===== src/csws_pkg.sv =====
// ----------------------------------------------------------------------------
// csws_pkg
// Types and constants shared by the byte stack cells, control and checker.
// ----------------------------------------------------------------------------
`timescale 1ns / 1ps

package csws_pkg;

   localparam int DEPTH      = 64;
   localparam int CHAR_W     = 8;
   localparam int POS_W      = 7;
   localparam int IDX_W      = (DEPTH > 1) ? $clog2(DEPTH) : 1;
   localparam int CNT_W      = $clog2(DEPTH + 1);
   localparam int CMP_W      = (CNT_W > POS_W) ? CNT_W : POS_W;
   localparam int REQ_DATA_W = 16;
   localparam int RSP_DATA_W = 16;

   localparam logic [IDX_W-1:0] LAST_STEP = IDX_W'(DEPTH - 1);
   localparam logic [CNT_W-1:0] FULL_CNT  = CNT_W'(DEPTH);

   typedef enum logic [1:0] {
      CMD_PUSH   = 2'd0,
      CMD_SEARCH = 2'd1,
      CMD_READ   = 2'd2,
      CMD_POP    = 2'd3
   } cmd_type;

   typedef enum logic [1:0] {
      ST_OK    = 2'd0,
      ST_MISS  = 2'd1,
      ST_FULL  = 2'd2,
      ST_EMPTY = 2'd3
   } status_type;

   typedef enum logic [1:0] {
      OP_HOLD,
      OP_DOWN,
      OP_UP
   } cell_op_type;

   typedef enum logic {
      STATE_IDLE,
      STATE_SCAN
   } state_type;

   typedef struct packed {
      status_type              status;
      logic [CHAR_W-1:0]       char_out;
      logic [POS_W-1:0]        position_out;
   } rsp_type;

endpackage


===== src/char_stack_with_search.sv =====
// ----------------------------------------------------------------------------
// char_stack_with_search
// Bounded byte stack with search by content and read by position.
// ----------------------------------------------------------------------------
// The stack is a ring of DEPTH byte cells with the top of the stack always in
// cell 0. Push and pop shift the whole ring by one cell; they and every
// refused or failed command (full push, empty pop, search on an empty stack,
// read at position zero or below the bottom) are settled at acceptance, and
// the result word is registered and shows the next cycle. A search on a
// non-empty stack and a valid read rotate the ring upwards one cell per cycle
// until it has turned once round, so every entry passes cell 0 where it is
// compared or captured, and the ring is back in order at the end, when the
// result word is registered. One command is worked at a time; the next is
// taken once the result register is empty or being emptied in the same
// cycle. The cells have no reset and need no clearing pass: only entries
// below the depth count are ever looked at.
// ----------------------------------------------------------------------------
`timescale 1ns / 1ps

module char_stack_with_search
   import csws_pkg::*;
(
   input  logic                  clock,
   input  logic                  reset,
   // command word
   input  logic                  req_tvalid,
   output logic                  req_tready,
   input  logic [REQ_DATA_W-1:0] req_tdata,  // [7:0] char_in, [14:8] position_in, [15] zero
   input  logic [1:0]            req_tuser,  // [1:0] command
   // result word
   output logic                  rsp_tvalid,
   input  logic                  rsp_tready,
   output logic [RSP_DATA_W-1:0] rsp_tdata,  // [7:0] char_out, [14:8] position_out, [15] zero
   output logic [1:0]            rsp_tuser   // [1:0] status
);

   logic [CHAR_W-1:0] cell_data [DEPTH];
   cell_op_type       cell_op;
   rsp_type           rsp;

   // cell 0 is the top; pushing feeds it from the command word, and the
   // bottom cell closes the ring back to the top for rotation
   for (genvar i = 0; i < DEPTH; i++) begin : g_cell
      logic [CHAR_W-1:0] above;
      logic [CHAR_W-1:0] below;
      if (i == 0) begin : g_top
         assign above = req_tdata[CHAR_W-1:0];
      end else begin : g_mid
         assign above = cell_data[i-1];
      end
      if (i == DEPTH - 1) begin : g_bottom
         assign below = cell_data[0];
      end else begin : g_upper
         assign below = cell_data[i+1];
      end
      csws_cell u_cell (
         .clock      (clock),
         .cell_op    (cell_op),
         .from_above (above),
         .from_below (below),
         .data_out   (cell_data[i])
      );
   end

   csws_ctrl u_ctrl (
      .clock      (clock),
      .reset      (reset),
      .req_tvalid (req_tvalid),
      .req_tready (req_tready),
      .req_cmd    (cmd_type'(req_tuser)),
      .req_char   (req_tdata[CHAR_W-1:0]),
      .req_pos    (req_tdata[CHAR_W+POS_W-1:CHAR_W]),
      .top_data   (cell_data[0]),
      .cell_op    (cell_op),
      .rsp_tvalid (rsp_tvalid),
      .rsp_tready (rsp_tready),
      .rsp        (rsp)
   );

   assign rsp_tdata = {1'b0, rsp.position_out, rsp.char_out};
   assign rsp_tuser = rsp.status;

endmodule


===== src/csws_cell.sv =====
// ----------------------------------------------------------------------------
// csws_cell
// One byte slot of the stack ring: holds, takes from above or from below.
// ----------------------------------------------------------------------------
`timescale 1ns / 1ps

module csws_cell
   import csws_pkg::*;
(
   input  logic              clock,
   input  cell_op_type       cell_op,
   input  logic [CHAR_W-1:0] from_above,
   input  logic [CHAR_W-1:0] from_below,
   output logic [CHAR_W-1:0] data_out
);

   logic [CHAR_W-1:0] data_ff;
   logic [CHAR_W-1:0] data_in;

   always_comb begin
      unique case (cell_op)
         OP_DOWN: data_in = from_above;
         OP_UP:   data_in = from_below;
         default: data_in = data_ff;
      endcase
   end

   always_ff @(posedge clock) begin
      data_ff <= data_in;
   end

   assign data_out = data_ff;

endmodule


===== src/csws_ctrl.sv =====
// ----------------------------------------------------------------------------
// csws_ctrl
// Command sequencer: depth count, ring scan for search and read, result word.
// ----------------------------------------------------------------------------
`timescale 1ns / 1ps

module csws_ctrl
   import csws_pkg::*;
(
   input  logic              clock,
   input  logic              reset,
   input  logic              req_tvalid,
   output logic              req_tready,
   input  cmd_type           req_cmd,
   input  logic [CHAR_W-1:0] req_char,
   input  logic [POS_W-1:0]  req_pos,
   input  logic [CHAR_W-1:0] top_data,
   output cell_op_type       cell_op,
   output logic              rsp_tvalid,
   input  logic              rsp_tready,
   output rsp_type           rsp
);

   state_type         state_ff, state_in;
   logic [CNT_W-1:0]  count_ff, count_in;
   logic [IDX_W-1:0]  step_ff, step_in;
   cmd_type           cmd_ff, cmd_in;
   logic [CHAR_W-1:0] key_ff, key_in;
   logic [POS_W-1:0]  rpos_ff, rpos_in;
   logic              hit_ff, hit_in;
   logic [POS_W-1:0]  hit_pos_ff, hit_pos_in;
   logic [CHAR_W-1:0] rd_char_ff, rd_char_in;
   logic              rsp_valid_ff, rsp_valid_in;
   rsp_type           rsp_ff, rsp_in;

   logic              accept;
   logic              needs_scan;
   rsp_type           imm_rsp;
   logic [CMP_W-1:0]  cnt_ext;
   logic [CMP_W-1:0]  req_pos_ext;
   logic [CMP_W-1:0]  step_pos;
   logic              scan_hit;
   logic              scan_rd;
   logic              is_empty;
   logic              is_full;

   assign is_empty    = (count_ff == '0);
   assign is_full     = (count_ff == FULL_CNT);
   assign cnt_ext     = CMP_W'(count_ff);
   assign req_pos_ext = CMP_W'(req_pos);
   // 1-based position from the top of the entry now sitting in cell 0
   assign step_pos    = CMP_W'(step_ff) + CMP_W'(1);
   assign scan_hit    = (top_data == key_ff) && (step_pos <= cnt_ext);
   assign scan_rd     = (step_pos == CMP_W'(rpos_ff));
   assign accept      = req_tvalid && req_tready;

   // result for commands settled at acceptance
   always_comb begin
      imm_rsp    = '{status: ST_OK, char_out: '0, position_out: '0};
      needs_scan = 1'b0;
      unique case (req_cmd)
         CMD_PUSH: begin
            if (is_full) imm_rsp.status = ST_FULL;
         end
         CMD_SEARCH: begin
            if (is_empty) imm_rsp.status = ST_MISS;
            else          needs_scan     = 1'b1;
         end
         CMD_READ: begin
            if (req_pos == POS_W'(1) && is_empty)               imm_rsp.status = ST_EMPTY;
            else if (req_pos == '0 || req_pos_ext > cnt_ext)    imm_rsp.status = ST_MISS;
            else                                                needs_scan     = 1'b1;
         end
         CMD_POP: begin
            if (is_empty) imm_rsp.status   = ST_EMPTY;
            else          imm_rsp.char_out = top_data;
         end
         default: ;
      endcase
   end

   // next state
   always_comb begin
      state_in = state_ff;
      unique case (state_ff)
         STATE_IDLE: if (accept && needs_scan) state_in = STATE_SCAN;
         STATE_SCAN: if (step_ff == LAST_STEP) state_in = STATE_IDLE;
         default:    state_in = STATE_IDLE;
      endcase
   end

   // outputs and datapath
   always_comb begin
      req_tready   = (state_ff == STATE_IDLE) && (!rsp_valid_ff || rsp_tready);
      cell_op      = OP_HOLD;
      count_in     = count_ff;
      step_in      = step_ff;
      cmd_in       = cmd_ff;
      key_in       = key_ff;
      rpos_in      = rpos_ff;
      hit_in       = hit_ff;
      hit_pos_in   = hit_pos_ff;
      rd_char_in   = rd_char_ff;
      rsp_valid_in = rsp_valid_ff && !rsp_tready;
      rsp_in       = rsp_ff;
      unique case (state_ff)
         STATE_IDLE: begin
            if (accept) begin
               cmd_in     = req_cmd;
               key_in     = req_char;
               rpos_in    = req_pos;
               hit_in     = 1'b0;
               hit_pos_in = '0;
               rd_char_in = '0;
               step_in    = '0;
               if (!needs_scan) begin
                  rsp_valid_in = 1'b1;
                  rsp_in       = imm_rsp;
               end
               unique case (req_cmd)
                  CMD_PUSH: begin
                     if (!is_full) begin
                        cell_op  = OP_DOWN;
                        count_in = count_ff + CNT_W'(1);
                     end
                  end
                  CMD_POP: begin
                     if (!is_empty) begin
                        cell_op  = OP_UP;
                        count_in = count_ff - CNT_W'(1);
                     end
                  end
                  default: ;
               endcase
            end
         end
         STATE_SCAN: begin
            // one ring rotation per cycle; DEPTH steps restore the order
            cell_op = OP_UP;
            if (scan_hit) begin
               hit_in     = 1'b1;
               hit_pos_in = step_pos[POS_W-1:0];
            end
            if (scan_rd) rd_char_in = top_data;
            if (step_ff == LAST_STEP) begin
               step_in          = '0;
               rsp_valid_in     = 1'b1;
               rsp_in.status    = ST_OK;
               rsp_in.char_out  = '0;
               rsp_in.position_out = '0;
               if (cmd_ff == CMD_SEARCH) begin
                  if (hit_in) rsp_in.position_out = hit_pos_in;
                  else        rsp_in.status       = ST_MISS;
               end else begin
                  rsp_in.char_out = rd_char_in;
               end
            end else begin
               step_in = step_ff + IDX_W'(1);
            end
         end
         default: ;
      endcase
   end

   always_ff @(posedge clock) begin
      if (reset) begin
         state_ff     <= STATE_IDLE;
         count_ff     <= '0;
         step_ff      <= '0;
         rsp_valid_ff <= 1'b0;
      end else begin
         state_ff     <= state_in;
         count_ff     <= count_in;
         step_ff      <= step_in;
         rsp_valid_ff <= rsp_valid_in;
      end
   end

   always_ff @(posedge clock) begin
      cmd_ff     <= cmd_in;
      key_ff     <= key_in;
      rpos_ff    <= rpos_in;
      hit_ff     <= hit_in;
      hit_pos_ff <= hit_pos_in;
      rd_char_ff <= rd_char_in;
      rsp_ff     <= rsp_in;
   end

   assign rsp_tvalid = rsp_valid_ff;
   assign rsp        = rsp_ff;

endmodule


===== config.mk =====
export PLATFORM = sky130hd
export DESIGN_NAME = char_stack_with_search
export DESIGN_NICKNAME = d
export VERILOG_FILES = /design/src/csws_pkg.sv /design/src/char_stack_with_search.sv /design/src/csws_cell.sv /design/src/csws_ctrl.sv
export SDC_FILE = /design/constraint.sdc
export NUM_CORES = 1
export LEC_CHECK = 0
export BUFFER_PORTS_ARGS = -buffer_cell sky130_fd_sc_hd__buf_4
export CAP_MARGIN = 20
export CORE_AREA = 2 2 242 268
export CTS_CLUSTER_SIZE = 20
export DETAILED_ROUTE_END_ITERATION = 7
export DIE_AREA = 0 0 244 270
export SETUP_SLACK_MARGIN = 0.02
export SYNTH_ARGS = -nofsm -noshare
export SYNTH_HDL_FRONTEND = slang
export SYNTH_SLANG_ARGS = --single-unit

===== constraint.sdc =====
create_clock -name clock -period 12.7 [get_ports clock]
set_clock_uncertainty 0.05 [all_clocks]
set_input_delay 1.27 -clock clock [delete_from_list [all_inputs] [get_ports clock]]
set_output_delay 1.27 -clock clock [all_outputs]
set_load 0.01 [all_outputs]

==> flow_results.org <==
** Detailed routing
- Total number of vias :: 11800
- The first routing iteration left 741 violations.
- First-pass iteration count of the detailed router :: 5
- Vias per cell :: 4.99
- In this run the remaining antenna-violating nets after routing total 0.
- Final routed DRC violation total :: 0
- Final Routed Wirelength :: 37600 µm
- Wire length per cell after detailed routing :: 15.9 µm

** Timing
- In the post-route analysis, the smallest setup slack over all paths is 7.73 ns.
- For the pin with the worst max-slew slack, the measured transition is 1.21 ns.
- Highest attainable clock frequency :: 0.201 GHz
- Setup violations remaining at the end of the flow were counted as 0.
- Setup repair after global routing missed its margin :: false
- Min Clock Period, post-route :: 4.97 ns
- The total count of hold-check failures in the final report is 0.
- Across all hold checks on the routed design, the worst slack comes to 0.468 ns.
- Final cycle utilization of the critical path :: 39.1%
- Max transition margin :: 19.5%
- TNS Setup :: 0 ns
- The number of max-slew violations in the final report was 0.

** Yosys
- The synthesized design contains 562 enable-type register cells.
- Library cell with the highest instance count after synthesis :: edfxtp_1
- Sequential cells were found to cover 68.6% of the synthesized design area.
- Counting distinct cell types in the post-synthesis netlist gives 53.
- Mapped Nets :: 1481
- In the post-synthesis netlist, the biggest area contributors are edfxtp_1, mux2_2, ha_1, dfxtp_1, clkbuf_1.
- The commonest cells after synthesis are edfxtp_1, mux2_2, clkbuf_1.
- Synthesized area per cell :: 17.5 µm²
- Top cell type's share of synthesized area :: 67.4%
- The Yosys step of the flow raised 0 warnings.
- Cell accounting for the most synthesized area :: edfxtp_1
- Of all flip-flops after synthesis, the portion carrying an async set or reset was 0%.
- Post-synthesis instance area :: 25000 µm²
- Among all flip-flop cells after synthesis, the most frequent one is edfxtp_1.
- Synthesis produced a netlist whose cell count is 1433.
- Flip-flop and latch count after synthesis :: 577

** Pwr
- Registers are responsible for 54.4% of the overall power.
- Switching power :: 0.985 mW
- Power Internal :: 3.41 mW
- Leakage dissipation :: 9.05 nW
- Switch share :: 22.4%
- Of the total power, the clock network draws 36.0%.
- Combinational cells account for 9.7% of the total power.
- Power Dens Cells :: 157 nW/µm²
- VDD sags by at most 114 µV.

** Job
- Across the run, the number of max-cap violations was 0.

** Global route
- The number of global-route vias before repair was 12100.
- Total global routing overflow :: 0
- The first global-routing pass estimated 61500 µm of wire.
- Entering global routing, the biggest net connects 227 pins.
- Number of antenna violations at the first check in global routing :: 0
- GRT Util Overall :: 11.1%

** Layout
- Cells with a size suffix above 1 make up 42.9% of the layout.
- Area occupied by multi-input gates :: 7490 µm²
- Cells fill 44.4% of the core in the end.
- Summing all flip-flop and latch instances after layout gives 17200 µm².
- At the end of the flow, the number of nets in the layout was 1526.
- Compared with the post-synthesis result, the final layout area differs by 12.1%.
- Diodes inserted :: 0
- Counting the fill cells in the layout gives 5473.

** CTS
- Cts bufs inserted :: 60
- Maximum clock insertion buffer count :: 3
- The H-tree generated during clock tree synthesis spans 2 levels.
- Count of hold-fix buffers inserted at cts :: 0
- Clock tree from TritonCTS :: done
- Clock-pin transition on the worst setup and hold timing paths :: 0.06 ns
- The cell sitting at the root of the clock tree is a clkbuf_16.
- Clock tree synthesis found a total of 577 sinks.
- # resized after CTS :: 0
- Once the clock tree was built, the setup fixing pass inserted 0 buffers.
- At the later pin of the worst-skew pair, clock insertion delay measures 0.62 ns.

** Placed design
- Input and output buffers added on the ports amount to 39.
- Final Wtd Congestion :: 0.814
- Worst setup slack before clock tree synthesis :: 7.05 ns
- Sum of net half-perimeters after detailed placement :: 22300 µm

** Die
- Die outline width :: 244 µm
- Die area :: 65900 µm²
- I/O pin cnt :: 42
- The core region is 63200 µm².
- DIE HEIGHT :: 270 µm
- Cell row count :: 97
- Initial core utilization :: 39.6%

** Setup path
- Data arrives at the worst endpoint at 5.28 ns.
- CP startpoint kind :: input pin
- Crit. End Element :: register
- Required time at the endpoint of the critical path :: 13.00 ns
- Largest driver fanout on the critical path :: 80
- Category of the critical setup timing path :: input pin to register

** Min path
- Worst Hold Class :: register to register

** Outcome
- The run finished with clean final reports.
## stage by stage
step | power (mW) | instance area, µm² | cells
detailed placement | 2.86 | 26200 | 2254
CTS | 4.47 | 28000 | 2364
finish | 4.40 | 28100 | 2367
global route | 4.60 | 28100 | 2367
floorplan | 2.79 | 25000 | 1433
global placement | 2.84 | 26200 | 2254
## kinds of logic (layout without fill, tap and decap cells)
group,count (synthesis),count (layout),synth area share (%)
adders and majority gates,27,27,1.38
xor gates and xnor gates,20,20,0.755
buffers and inverters,93,186,1.46
and+or+nand+nor,108,108,2.21
AOI/OAI and AO/OA,89,89,2.26
DFF,577,577,68.6
muxes,518,518,23.3
other,1,1,0.0150
## state kept, by name (all words and copies together) (netlist names)
register,flops
u_ctrl.rd_char_ff,8
u_ctrl.rsp,17
u_ctrl.state_ff,1
u_ctrl.cmd_ff,2
u_ctrl.rpos_ff,7
g_cell.u_cell.data_out,512
u_ctrl.key_ff,8
u_ctrl.step_ff,6
u_ctrl.rsp_tvalid,1
u_ctrl.cnt_ext,7
u_ctrl.hit_pos_ff,7
u_ctrl.hit_ff,1
## metal layers
| metal | share of wire, % | up-vias | global-route usage [%] |
|---|---|---|---|
| met3 | 3.3 | 72 | 2.05 |
| met1 | 47 | 5905 | 14.8 |
| met4 | 2.7 | 0 | 4.17 |
| li1 | - | 5705 | - |
| met5 | 0 | - | 0 |
| met2 | 48 | 134 | 18.2 |
## critical path: stages
cell and delay [ns]:
buf_4 0.11, nor2b_1 0.17, or2_0 0.50, nor2_1 0.11, o211ai_1 0.21, ha_4 0.65
buf_4 0.81, buf_4 0.86, mux2_2 0.42
## power by group through the flow
stage / sequential, mW / clock (mW) / combinational [mW]
floorplan: 2.45 / 0 / 0.340
global placement: 2.43 / 0 / 0.406
detailed placement: 2.43 / 0 / 0.423
CTS: 2.40 / 1.65 / 0.424
global route: 2.41 / 1.72 / 0.467
finish: 2.39 / 1.58 / 0.425
## placed cells by master (no fill, tap or decap), types with 4 or more instances in the layout
master,count
nor3_1,5
nor2b_1,5
o21ai_1,11
o21ai_0,11
xor2_1,15
and3_1,7
a22o_1,8
inv_1,19
nor2_1,25
clkinv_1,16
nand2b_1,4
buf_4,50
clkinv_2,14
edfxtp_1,562
nand3_1,22
mux2_2,512
mux2i_1,5
clkbuf_16,61
nand2_1,22
xnor2_1,4
o21a_1,5
ha_1,24
clkbuf_1,16
dfxtp_1,15
o31ai_1,4
a21oi_1,29
o211ai_1,9
## layout make-up
type                       count  area share (%)
inverter                      22           0.308
clock inverter                33           0.647
sequential                   577            61.2
timing repair buffer          54            1.70
multi-input combinational    763            26.7
clock buffer                  77            5.65
tap                          841            3.75
## worst paths after layout
check                                  startpoint                       endpoint  slack (ns)  cells after the start
worst min register to register  u_ctrl.cnt_ext[4]              u_ctrl.cnt_ext[4]        0.47                      2
worst max register to register  u_ctrl.cnt_ext[0]  g_cell[21].u_cell.data_out[4]        7.87                      7
worst max-delay path                   rsp_tready  g_cell[21].u_cell.data_out[4]        7.73                      9
worst min-delay path            u_ctrl.cnt_ext[4]              u_ctrl.cnt_ext[4]        0.47                      2
Note: power is estimated with default switching activity, not from simulation.
